[src/hdl/rte_pkg.sv]
// Shared constants, types and helpers for the rigid transform engine.
package rte_pkg;

  localparam int FRAC_BITS = 16;
  localparam logic signed [31:0] ONE_FX = 32'sd1 <<< FRAC_BITS;

  localparam logic [2:0] CMD_WR_T    = 3'd0;
  localparam logic [2:0] CMD_WR_S    = 3'd1;
  localparam logic [2:0] CMD_COMPOSE = 3'd2;
  localparam logic [2:0] CMD_INVERT  = 3'd3;
  localparam logic [2:0] CMD_POINT   = 3'd4;
  localparam logic [2:0] CMD_RD_T    = 3'd5;
  localparam logic [2:0] CMD_SPARE_A = 3'd6;
  localparam logic [2:0] CMD_SPARE_B = 3'd7;

  localparam logic [2:0] OP_NONE = 3'd0;
  localparam logic [2:0] OP_WR_T = 3'd1;
  localparam logic [2:0] OP_WR_S = 3'd2;
  localparam logic [2:0] OP_RD_T = 3'd3;
  localparam logic [2:0] OP_MAC  = 3'd4;
  localparam logic [2:0] OP_DONE = 3'd5;
  localparam logic [2:0] OP_SKIP = 3'd6;

  typedef struct packed {
    logic [2:0] op;
    logic [2:0] cmd;
    logic [1:0] row;
    logic [1:0] col;
    logic       first;
    logic       last;
    logic       capture;
  } rte_ctl_t;

  function automatic logic signed [31:0] ident(input logic [3:0] idx);
    logic signed [31:0] v;
    v = 32'sd0;
    if (idx == 4'd0 || idx == 4'd5 || idx == 4'd10) begin
      v = ONE_FX;
    end
    return v;
  endfunction

endpackage

[src/hdl/rte_ctrl.sv]
// Sequencer that steps the datapath through one command.
module rte_ctrl
  import rte_pkg::*;
(
  input  logic       clk,
  input  logic       rst,
  input  logic       in_valid,
  output logic       in_stall,
  input  logic [2:0] cmd,
  input  logic       out_busy,
  output rte_ctl_t   ctl
);

  localparam logic [1:0] ST_IDLE = 2'd0;
  localparam logic [1:0] ST_RUN  = 2'd1;
  localparam logic [1:0] ST_DONE = 2'd2;

  logic [1:0] state, state_next;
  logic [2:0] cur_cmd;
  logic [1:0] i, j;
  logic [1:0] k;
  logic [1:0] jmax;
  logic       last_k, last_j, last_i;

  assign in_stall = (state != ST_IDLE) || out_busy;
  assign jmax   = (cur_cmd == CMD_COMPOSE) ? 2'd3 : 2'd0;
  assign last_k = (k == 2'd2);
  assign last_j = (j == jmax);
  assign last_i = (i == 2'd2);

  always_comb begin
    ctl = '0;
    ctl.cmd = cur_cmd;
    state_next = state;
    case (state)
      ST_IDLE: begin
        if (in_valid && !in_stall) begin
          case (cmd)
            CMD_WR_T: ctl.op = OP_WR_T;
            CMD_WR_S: ctl.op = OP_WR_S;
            CMD_RD_T: ctl.op = OP_RD_T;
            CMD_COMPOSE, CMD_INVERT, CMD_POINT: begin
              ctl.op = OP_NONE;
              state_next = ST_RUN;
            end
            default: ctl.op = OP_SKIP;
          endcase
        end
      end
      ST_RUN: begin
        ctl.op = OP_MAC;
        ctl.first = (k == 2'd0);
        ctl.last = last_k;
        if (last_k && last_j && last_i) begin
          state_next = ST_DONE;
        end
      end
      ST_DONE: begin
        ctl.op = OP_DONE;
        state_next = ST_IDLE;
      end
      default: state_next = ST_IDLE;
    endcase
    ctl.capture = (state == ST_IDLE) && in_valid && !in_stall;
    ctl.row = (state == ST_RUN) ? i : 2'd0;
    ctl.col = (state == ST_RUN) ? j : 2'd0;
  end

  always_ff @(posedge clk) begin
    if (rst) begin
      state   <= ST_IDLE;
      cur_cmd <= CMD_WR_T;
      i <= 2'd0;
      j <= 2'd0;
      k <= 2'd0;
    end else begin
      state <= state_next;
      if (ctl.capture) begin
        cur_cmd <= cmd;
        i <= 2'd0;
        j <= 2'd0;
        k <= 2'd0;
      end else if (state == ST_RUN) begin
        if (!last_k) begin
          k <= k + 2'd1;
        end else begin
          k <= 2'd0;
          if (!last_j) begin
            j <= j + 2'd1;
          end else begin
            j <= 2'd0;
            i <= i + 2'd1;
          end
        end
      end
    end
  end

  a_run_cmd: assert property (@(posedge clk) disable iff (rst)
    (state == ST_RUN) |-> (cur_cmd == CMD_COMPOSE || cur_cmd == CMD_INVERT ||
                           cur_cmd == CMD_POINT))
    else $error("sequencer running an element command");
  a_no_accept: assert property (@(posedge clk) disable iff (rst)
    (state != ST_IDLE) |-> in_stall)
    else $error("input open while busy");
  a_done_follows: assert property (@(posedge clk) disable iff (rst)
    (state == ST_DONE) |=> (state == ST_IDLE))
    else $error("done state held");

endmodule

[config.mk]
export PLATFORM = sky130hd
export DESIGN_NAME = rte_ctrl
export DESIGN_NICKNAME = d
export VERILOG_FILES = /design/src/hdl/rte_pkg.sv /design/src/hdl/rte_ctrl.sv
export SDC_FILE = /design/constraint.sdc
export NUM_CORES = 1
export LEC_CHECK = 0
export ABC_CLOCK_PERIOD_IN_PS = 3700
export BUFFER_PORTS_ARGS = -buffer_cell sky130_fd_sc_hd__buf_2
export CAP_MARGIN = 20
export CELL_PAD_IN_SITES_DETAIL_PLACEMENT = 2
export CELL_PAD_IN_SITES_GLOBAL_PLACEMENT = 2
export CORE_ASPECT_RATIO = 1.4
export CORE_MARGIN = 2
export CORE_UTILIZATION = 30
export CTS_BUF_LIST = sky130_fd_sc_hd__clkbuf_2
export DETAILED_ROUTE_END_ITERATION = 6
export PLACE_DENSITY = 0.95
export SYNTH_ARGS = -nofsm -noshare
export SYNTH_HDL_FRONTEND = slang
export SYNTH_SLANG_ARGS = --single-unit
[constraint.sdc]
create_clock -name clk -period 3.7 [get_ports clk]
set_input_delay 0.185 -clock clk [delete_from_list [all_inputs] [get_ports clk]]
set_output_delay 0.185 -clock clk [all_outputs]
set_load 0.01 [all_outputs]
* Word level (Yosys, flattened, before mapping)
Cells that the tools add are included.
** Word-level totals
- Register bits after elaboration :: 11
- Output and inout port bits :: 14
- Bits in latches :: 0
- Memory bits (read-only) :: 0
- Memory bits (writable) :: 0
- Word-level logic and storage cells :: 51
- Memories kept :: 0
- Bits of input ports :: 7
** Cells by class
- Bitwise gates (word level) :: 0
- Multiplexer cells :: 13
- Reductions and logical operators :: 16
- Equality and inequality tests :: 14
- Shifts and indexed selects :: 0
- Magnitude comparators :: 0
- Add/subtract/negate cells :: 3
- $mul :: 0
- Div/mod/pow operators :: 0
** Operators with widths (number)
- $mux 2 :: 9
- $pmux 3 s4 :: 1
- $eq 3x2->1 const B :: 3
- $pmux 3 s3 :: 1
- $add 2x1->2 const B :: 3
- $eq 2x2->1 const B :: 3
- $eq 3x3->1 const B :: 2
- $reduce_and 3->1 :: 2
- $logic_and 1x1->1 :: 5
- $logic_not 2->1 :: 2
- $ne 2x2->1 const B :: 2
- $pmux 2 s2 :: 1
- $eq 3x1->1 const B :: 1
- $logic_not 3->1 :: 1
- $mux 3 :: 1
- $reduce_or 3->1 :: 1
- $eq 2x1->1 const B :: 1
- $eq 2x2->1 :: 1
- $ne 2x1->1 const B :: 1
- $reduce_and 2->1 :: 1
- $reduce_bool 2->1 :: 1
- $reduce_or 2->1 :: 1
- $logic_not 1->1 :: 1
- $logic_or 1x1->1 :: 1

* Logic depth before layout (Yosys ltp)
Gate-level depths: netlist (run 1).
- Depth in word-level cells :: 7
- Gate-level depth with buffers :: 7
- Depth with buffers taken out :: 7

* Worst setup path after synthesis (run 1)
Ideal clock, no wire load.
- Path type :: register to output
- Start :: register state[1]
- End :: output ctl[10] (netlist name)
- Setup slack :: 2.195 ns
- Data arrival time :: 1.320 ns
- Buffers on the path :: 0
- Cell stages (with the launch flop) :: 6
- Required time :: 3.515 ns
- Path through :: dfxtp_1 -> inv_1 -> ha_1 -> nand2_1 -> or4_1 -> o21ai_1
** RTL lines
- start: declaration :: line rte_ctrl.sv:18 : logic [1:0] state, state_next;
- start signal: assignment :: line rte_ctrl.sv:77 : state <= state_next;
- end: declaration :: line rte_ctrl.sv:11 : output rte_ctl_t ctl

==> reports/metrics.yaml, run 1 <==
outcome: "complete, no violations"
worst_ep_arrival_time_ns: 1.87
grt_first_pass_wirelength_mm: 3.26
top_level_ports: 21
rows: 20
start_util: 0.309
synth_top_area_cell: "dfxtp_1"
r2r_cells: 5
die_w_microns: 43.5
hpwl_mm: 1.57
mostFrequentLayoutCell: "buf_2"
maxSlewHeadroom: 0.717
first_global_vias: 709
core_area_sq_um: 2130
postRouteAntennaNets: 0
r2r_end: "i[1]"
critPathRequiredTime_ns: 3.51
ys_seq_area_frac: 0.335
routedWlPerCell_microns: 15.2
cpLargestDelayFamily: "simple AND/OR/NAND/NOR gates"
crit_fanout: 7
synth_area_sq_um: 657
syn_inst: 83
cts_sinks: 11
insertedDiodeCount: 0
drive_above_1_share: 0.243
mostFrequentLayoutCells: "buf_2 (20), nand2_1 (13), dfxtp_1 (11), inv_1 (8), a21oi_1 (8)"
rrSetupSlack_ns: 2.05
clock.fmax_ghz: 0.486
postCtsSetupBuffers: 0
initialDrtViolationCount: 12
finalSetupTns_ns: 0
fin_nets: 120
start_kind: "register"
yosys.cell_types.count: 25
cts_buffers: 3
ys_warn_count: 0
dr.pass1.iters: 2
syn_nets: 95
ir_drop_mv: 0.177
hold_viol: 0
die_area_sq_um: 2590
crit_type: "register to primary output"
rsz0062_at_grt: "no"
p_per_area_nw_per_um2: 427
cp.buffers_inverters: 2
place.gp.congestion: 0.726
grt_overflow_total: 0
leakagePower_nw: 0.384
maxSlewViolCount: 0
area_growth_pct: 22.5
grt_use_total: 0.169
ys_ff_latch: 11
portBuffers: 20
cts_tree: "built"
cts-root-buf: "clkbuf_2"
p_total_uw: 344
die_h_microns: 59.4
synth_top_area_share: 0.335
drv_cap: 0
cts_buffer_depth: 2
timing.final.crit_share: 0.556
worstHoldStart: "rst"
wl_mm: 1.97
layout_setup_ws_ns: 1.64
vias: 665
cts-resized-gates: 0
dpl_worst_slack_ns: 1.93
synth_area_leaders: "dfxtp_1 (34%), ha_1 (9.5%), nand2_1 (7.4%)"
hold-path-endpoint: "cur_cmd[0]"
insertion_delay_ns: 0.25
grt_max_degree: 10
antenna_found_initial: 0
finalSetupViolCount: 0
cts_max_level: 1
ctsHoldBuffers: 0
cts.clk_slew.worst_paths_ns: 0.12
fin_crit_ns: 2.06
finClkSkew_ns: 0.00167
critPathMaxStageDelay_ns: 0.51
worst_pin_slew_ns: 0.412
min_path_cells: 2
path_cells: "inv_1, ha_1, nand2_1, or4_1, o21ai_1, buf_2"
min_path_type: "primary input to register"
via_per_inst: 5.16
drc: 0
end_kind: "primary output"
crit_slowest_cell: "or4_1"
r2r_start: "state[1]"
avgSynthCellArea_sq_um: 7.91
==> worst register-to-register path, stage by stage (launching register included) <==
cell and delay, ns:
dfxtp_1 0.35, inv_1 0.12, ha_1 0.38, nand3b_2 0.21, or3_1 0.39, a21oi_1 0.14
==> how the worst max path moves through the flow <==
stage / from / to / cells after the start
2_1_floorplan: state[1] / ctl[10] / 5
3_3_place_gp: state[1] / ctl[10] / 6
3_5_place_dp: state[1] / ctl[10] / 6
4_1_cts: state[1] / ctl[10] / 6
5_1_grt: state[0] / ctl[10] / 6
6_report: state[1] / ctl[10] / 6
==> registers in the layout (all words and copies together), names as in the netlist <==
register,count
cur_cmd,3
i,2
j,2
k,2
state,2
==> logic make-up (layout without fill, tap and decap cells) <==
logic type                 after synthesis  count (layout)  share of synthesized area
and+or+nand+nor                         38              38                      0.309
AOI/OAI and AO/OA                       16              16                      0.143
DFF                                     11              11                      0.335
buffers and inverters                    8              32                     0.0457
adders and majority gates                5               5                     0.0952
muxes                                    3               3                     0.0457
xor gates and xnor gates                 2               2                     0.0267
==> Yosys cell counts <==
library cell,number
nor3b_2,1
ha_1,5
nor3_1,3
o21ai_0,3
nand3b_1,2
and2_1,4
nor2_1,7
and2_0,1
o21ai_1,1
a31oi_1,1
mux2i_1,3
or4_1,1
inv_1,8
nor2b_1,1
nand2_1,13
nor4bb_1,1
nand3b_2,1
xor2_1,2
nand2b_1,1
dfxtp_1,11
a21oi_1,8
or3_1,2
a311oi_1,1
a211oi_1,1
o221a_1,1
==> report_power, final <==
group	total [mW]	internal [mW]	switching, mW
clock network	0.0711	0.0287	0.0425
logic	0.130	0.0510	0.0791
registers	0.143	0.129	0.0132
==> per-stage QoR <==
step	instance area, sq um	hold slack [ns]	cells	utilization
6_report	805	0.128	129	0.378
2_1_floorplan	657	0.254	83	-
3_3_place_gp	785	0.394	125	0.369
3_5_place_dp	785	0.412	125	0.369
4_1_cts	805	0.123	129	0.378
5_1_grt	805	0.103	129	0.378
==> cell type report <==
class,instances,area [sq um]
multi-input combinational,64,407
sequential,11,220
fill,262,1320
tap,22,27.5
inverter,8,30.0
clock buffer,4,20.0
timing repair buffer,20,100
==> routing by layer <==
layer	vias up	global-route usage	routed length, microns
met1	322	0.186	818
met3	2	0.0274	40
met5	-	0	0
met2	10	0.321	1100
li1	331	-	-
met4	0	0.0519	6
No activity file was read; power rests on OpenSTA's default activity.
==> inputs of run 2 (changes only) <==
==> config.mk (replaced) <==
export PLATFORM = sky130hd
export DESIGN_NAME = rte_ctrl
export DESIGN_NICKNAME = d
export VERILOG_FILES = /design/src/hdl/rte_pkg.sv /design/src/hdl/rte_ctrl.sv
export SDC_FILE = /design/constraint.sdc
export NUM_CORES = 1
export LEC_CHECK = 0
export ABC_CLOCK_PERIOD_IN_PS = 1700
export BUFFER_PORTS_ARGS = -buffer_cell sky130_fd_sc_hd__buf_2
export CAP_MARGIN = 20
export CELL_PAD_IN_SITES_DETAIL_PLACEMENT = 2
export CELL_PAD_IN_SITES_GLOBAL_PLACEMENT = 2
export CORE_ASPECT_RATIO = 1.4
export CORE_MARGIN = 2
export CORE_UTILIZATION = 25
export CTS_BUF_LIST = sky130_fd_sc_hd__clkbuf_2
export DETAILED_ROUTE_END_ITERATION = 6
export PLACE_DENSITY = 0.85
export SYNTH_ARGS = -nofsm -noshare
export SYNTH_HDL_FRONTEND = slang
export SYNTH_SLANG_ARGS = --single-unit
==> constraint.sdc (replaced) <==
create_clock -name clk -period 1.7 [get_ports clk]
set_input_delay 0.085 -clock clk [delete_from_list [all_inputs] [get_ports clk]]
set_output_delay 0.085 -clock clk [all_outputs]
set_load 0.01 [all_outputs]
==> run 2 against run 1 <==
Effect of this change:
- clock power is 120% higher
- cell count up 18%
- die area rose by 18%
- sequential share of layout area fell by 3.3 points
- count of clock-buffer cells in the layout did not move
- utilization down 1.3 points
- setup slack worse by 1.6 ns
- critical path depth did not move
- flip-flop and latch count did not move
- hold slack got worse by 0.044 ns
- highest routed layer unchanged
==> reports/metrics.yaml, run 2 (synthesis gave the netlist of run 1 again) <==
cts_buffer_depth: 2  # unchanged
worst_ep_arrival_time_ns: 1.58  # -0.29 ns
fin_nets: 129  # +7.5%
holdWs_ns: 0.0839  # -0.0438 ns
use_met2: 0.294  # -0.0275
via_per_inst: 4.75  # -7.9%
drv_cap: 0  # unchanged
outcome: "complete, no violations"
rrSetupSlack_ns: 0.10  # -1.95 ns
r2r_end: "state[1]"
grtUsageMet3: 0.0390  # +0.0116
drive_above_1_share: 0.388  # +0.145
portBuffers: 20  # unchanged
critPathMaxStageDelay_ns: 0.48  # -0.03 ns
final_cells: 152  # +18%
vias: 722  # +8.6%
crit_slowest_cell: "or4_4"
start_util: 0.257  # -0.0522
p_total_uw: 904  # +160%
core_area_sq_um: 2560  # +20%
postRouteAntennaNets: 0  # unchanged
cts_tree: "built"
antenna_found_initial: 0  # unchanged
die_h_microns: 64.7  # +8.9%
maxSlewHeadroom: 0.724  # +0.00684
top_level_ports: 21  # unchanged
place.gp.congestion: 0.785  # +8.1%
grt_busiest_layer: "met2"
cp.buffers_inverters: 2  # unchanged
dpl_worst_slack_ns: 0.142  # -1.79 ns
drc: 0  # unchanged
mostFrequentLayoutCells: "buf_2 (20), nand2_1 (12), dfxtp_1 (9), a21oi_1 (8), buf_4 (8)"
finish.utilization: 0.365  # -0.0131
crit_type: "register to primary output"
timing.final.crit_share: 0.982
die_area_sq_um: 3060  # +18%
final_area_sq_um: 935  # +16%
min_path_type: "primary input to register"
initialDrtViolationCount: 1  # -11
hold-path-endpoint: "cur_cmd[0]"
min_path_cells: 3  # +1
cpLargestDelayFamily: "simple AND/OR/NAND/NOR gates"
largest-register: "cur_cmd"
rsz0062_at_grt: "yes"
clock.fmax_ghz: 0.599
area_growth_pct: 42.3
cts_max_level: 1  # unchanged
insertedDiodeCount: 0  # unchanged
maxSlewViolCount: 0  # unchanged
first_global_vias: 795  # +12%
grt_use_met1: 0.171  # -0.0154
end_kind: "primary output"
layout_setup_ws_ns: 0.0302  # -1.61 ns
worst_pin_slew_ns: 0.402  # -0.00998 ns
routedWlPerCell_microns: 14.5  # -4.9%
insertion_delay_ns: 0.27  # +0.02 ns
dpl-instance-area_sq_um: 825  # +5.1%
dr.pass1.iters: 2  # unchanged
mostFrequentLayoutCell: "buf_2"
cts_sinks: 11  # unchanged
wl_mm: 2.20  # +12%
crit_fanout: 4  # -3
leakagePower_nw: 0.434  # +13%
r2r_cells: 8  # +3
start_kind: "register"
placedCellCount: 142  # +14%
finalSetupViolCount: 0  # unchanged
fin_crit_ns: 1.67
grt_use_total: 0.163  # -0.00679
r2r_start: "state[1]"
hpwl_mm: 1.55  # -0.89%
die_w_microns: 47.3  # +8.7%
cts_buffers: 3  # unchanged
hold_viol: 0  # unchanged
ir_drop_mv: 0.338  # +90%
finalSetupTns_ns: 0  # unchanged
grt_max_degree: 8  # -2
grt_overflow_total: 0  # unchanged
path_cells: "inv_4, ha_4, nand2_4, or4_4, o21ai_2, buf_2"
cts-root-buf: "clkbuf_2"
rows: 22  # +10%
finClkSkew_ns: 0.00773  # +0.00606 ns
worstHoldStart: "cmd[0]"
p_per_area_nw_per_um2: 967  # +130%
critPathRequiredTime_ns: 1.62  # -1.89 ns
largest_register_ffs: 3  # unchanged
grt_first_pass_wirelength_mm: 3.67  # +13%
cts.clk_slew.worst_paths_ns: 0.12  # about the same
[run 2: cell type report]
class / instances / area, sq um
clock buffer: 4 / 20.0
timing repair buffer: 29 / 170
tap: 36 / 45.0
inverter: 8 / 32.5
multi-input combinational: 64 / 442
sequential: 11 / 225
fill: 299 / 1630
[run 2: worst max path at each step]
stage              from  cells after the start       end  slack (ns)
6_report       state[1]                      6   ctl[10]        0.03
5_1_grt        state[1]                      6   ctl[10]       -0.04
4_1_cts        state[0]                      6   ctl[10]       0.005
3_5_place_dp   state[0]                      7  state[0]        0.14
3_3_place_gp   state[1]                      5      i[0]        0.21
2_1_floorplan  state[1]                      5   ctl[10]        0.30
[run 2: tightest hold or removal path, stage by stage]
cell     delay, ns
buf_2         0.13
nand2_1       0.06
a21oi_1       0.05
[run 2: report_power, final]
group / total (mW) / internal [mW] / switching, mW
Combinational: 0.437 / 0.202 / 0.234
Clock: 0.159 / 0.0624 / 0.0965
Sequential: 0.308 / 0.287 / 0.0210
Total: 0.904 / 0.552 / 0.352
[run 2: repair_timing]
item,in CTS,in global routing
setup buffers,4,1
pin swaps,1,0
hold buffers,0,1
resized for setup,8,7
endpoints found under the hold margin,0,2
setup endpoints to repair,3,3
gates cloned,0,0
[run 2: layer usage]
| layer | up-vias | part of all wire |
|---|---|---|
| li1 | 346 | - |
| met1 | 345 | 0.38 |
| met2 | 24 | 0.56 |
| met3 | 7 | 0.039 |
| met4 | 0 | 0.025 |
| met5 | - | 0 |
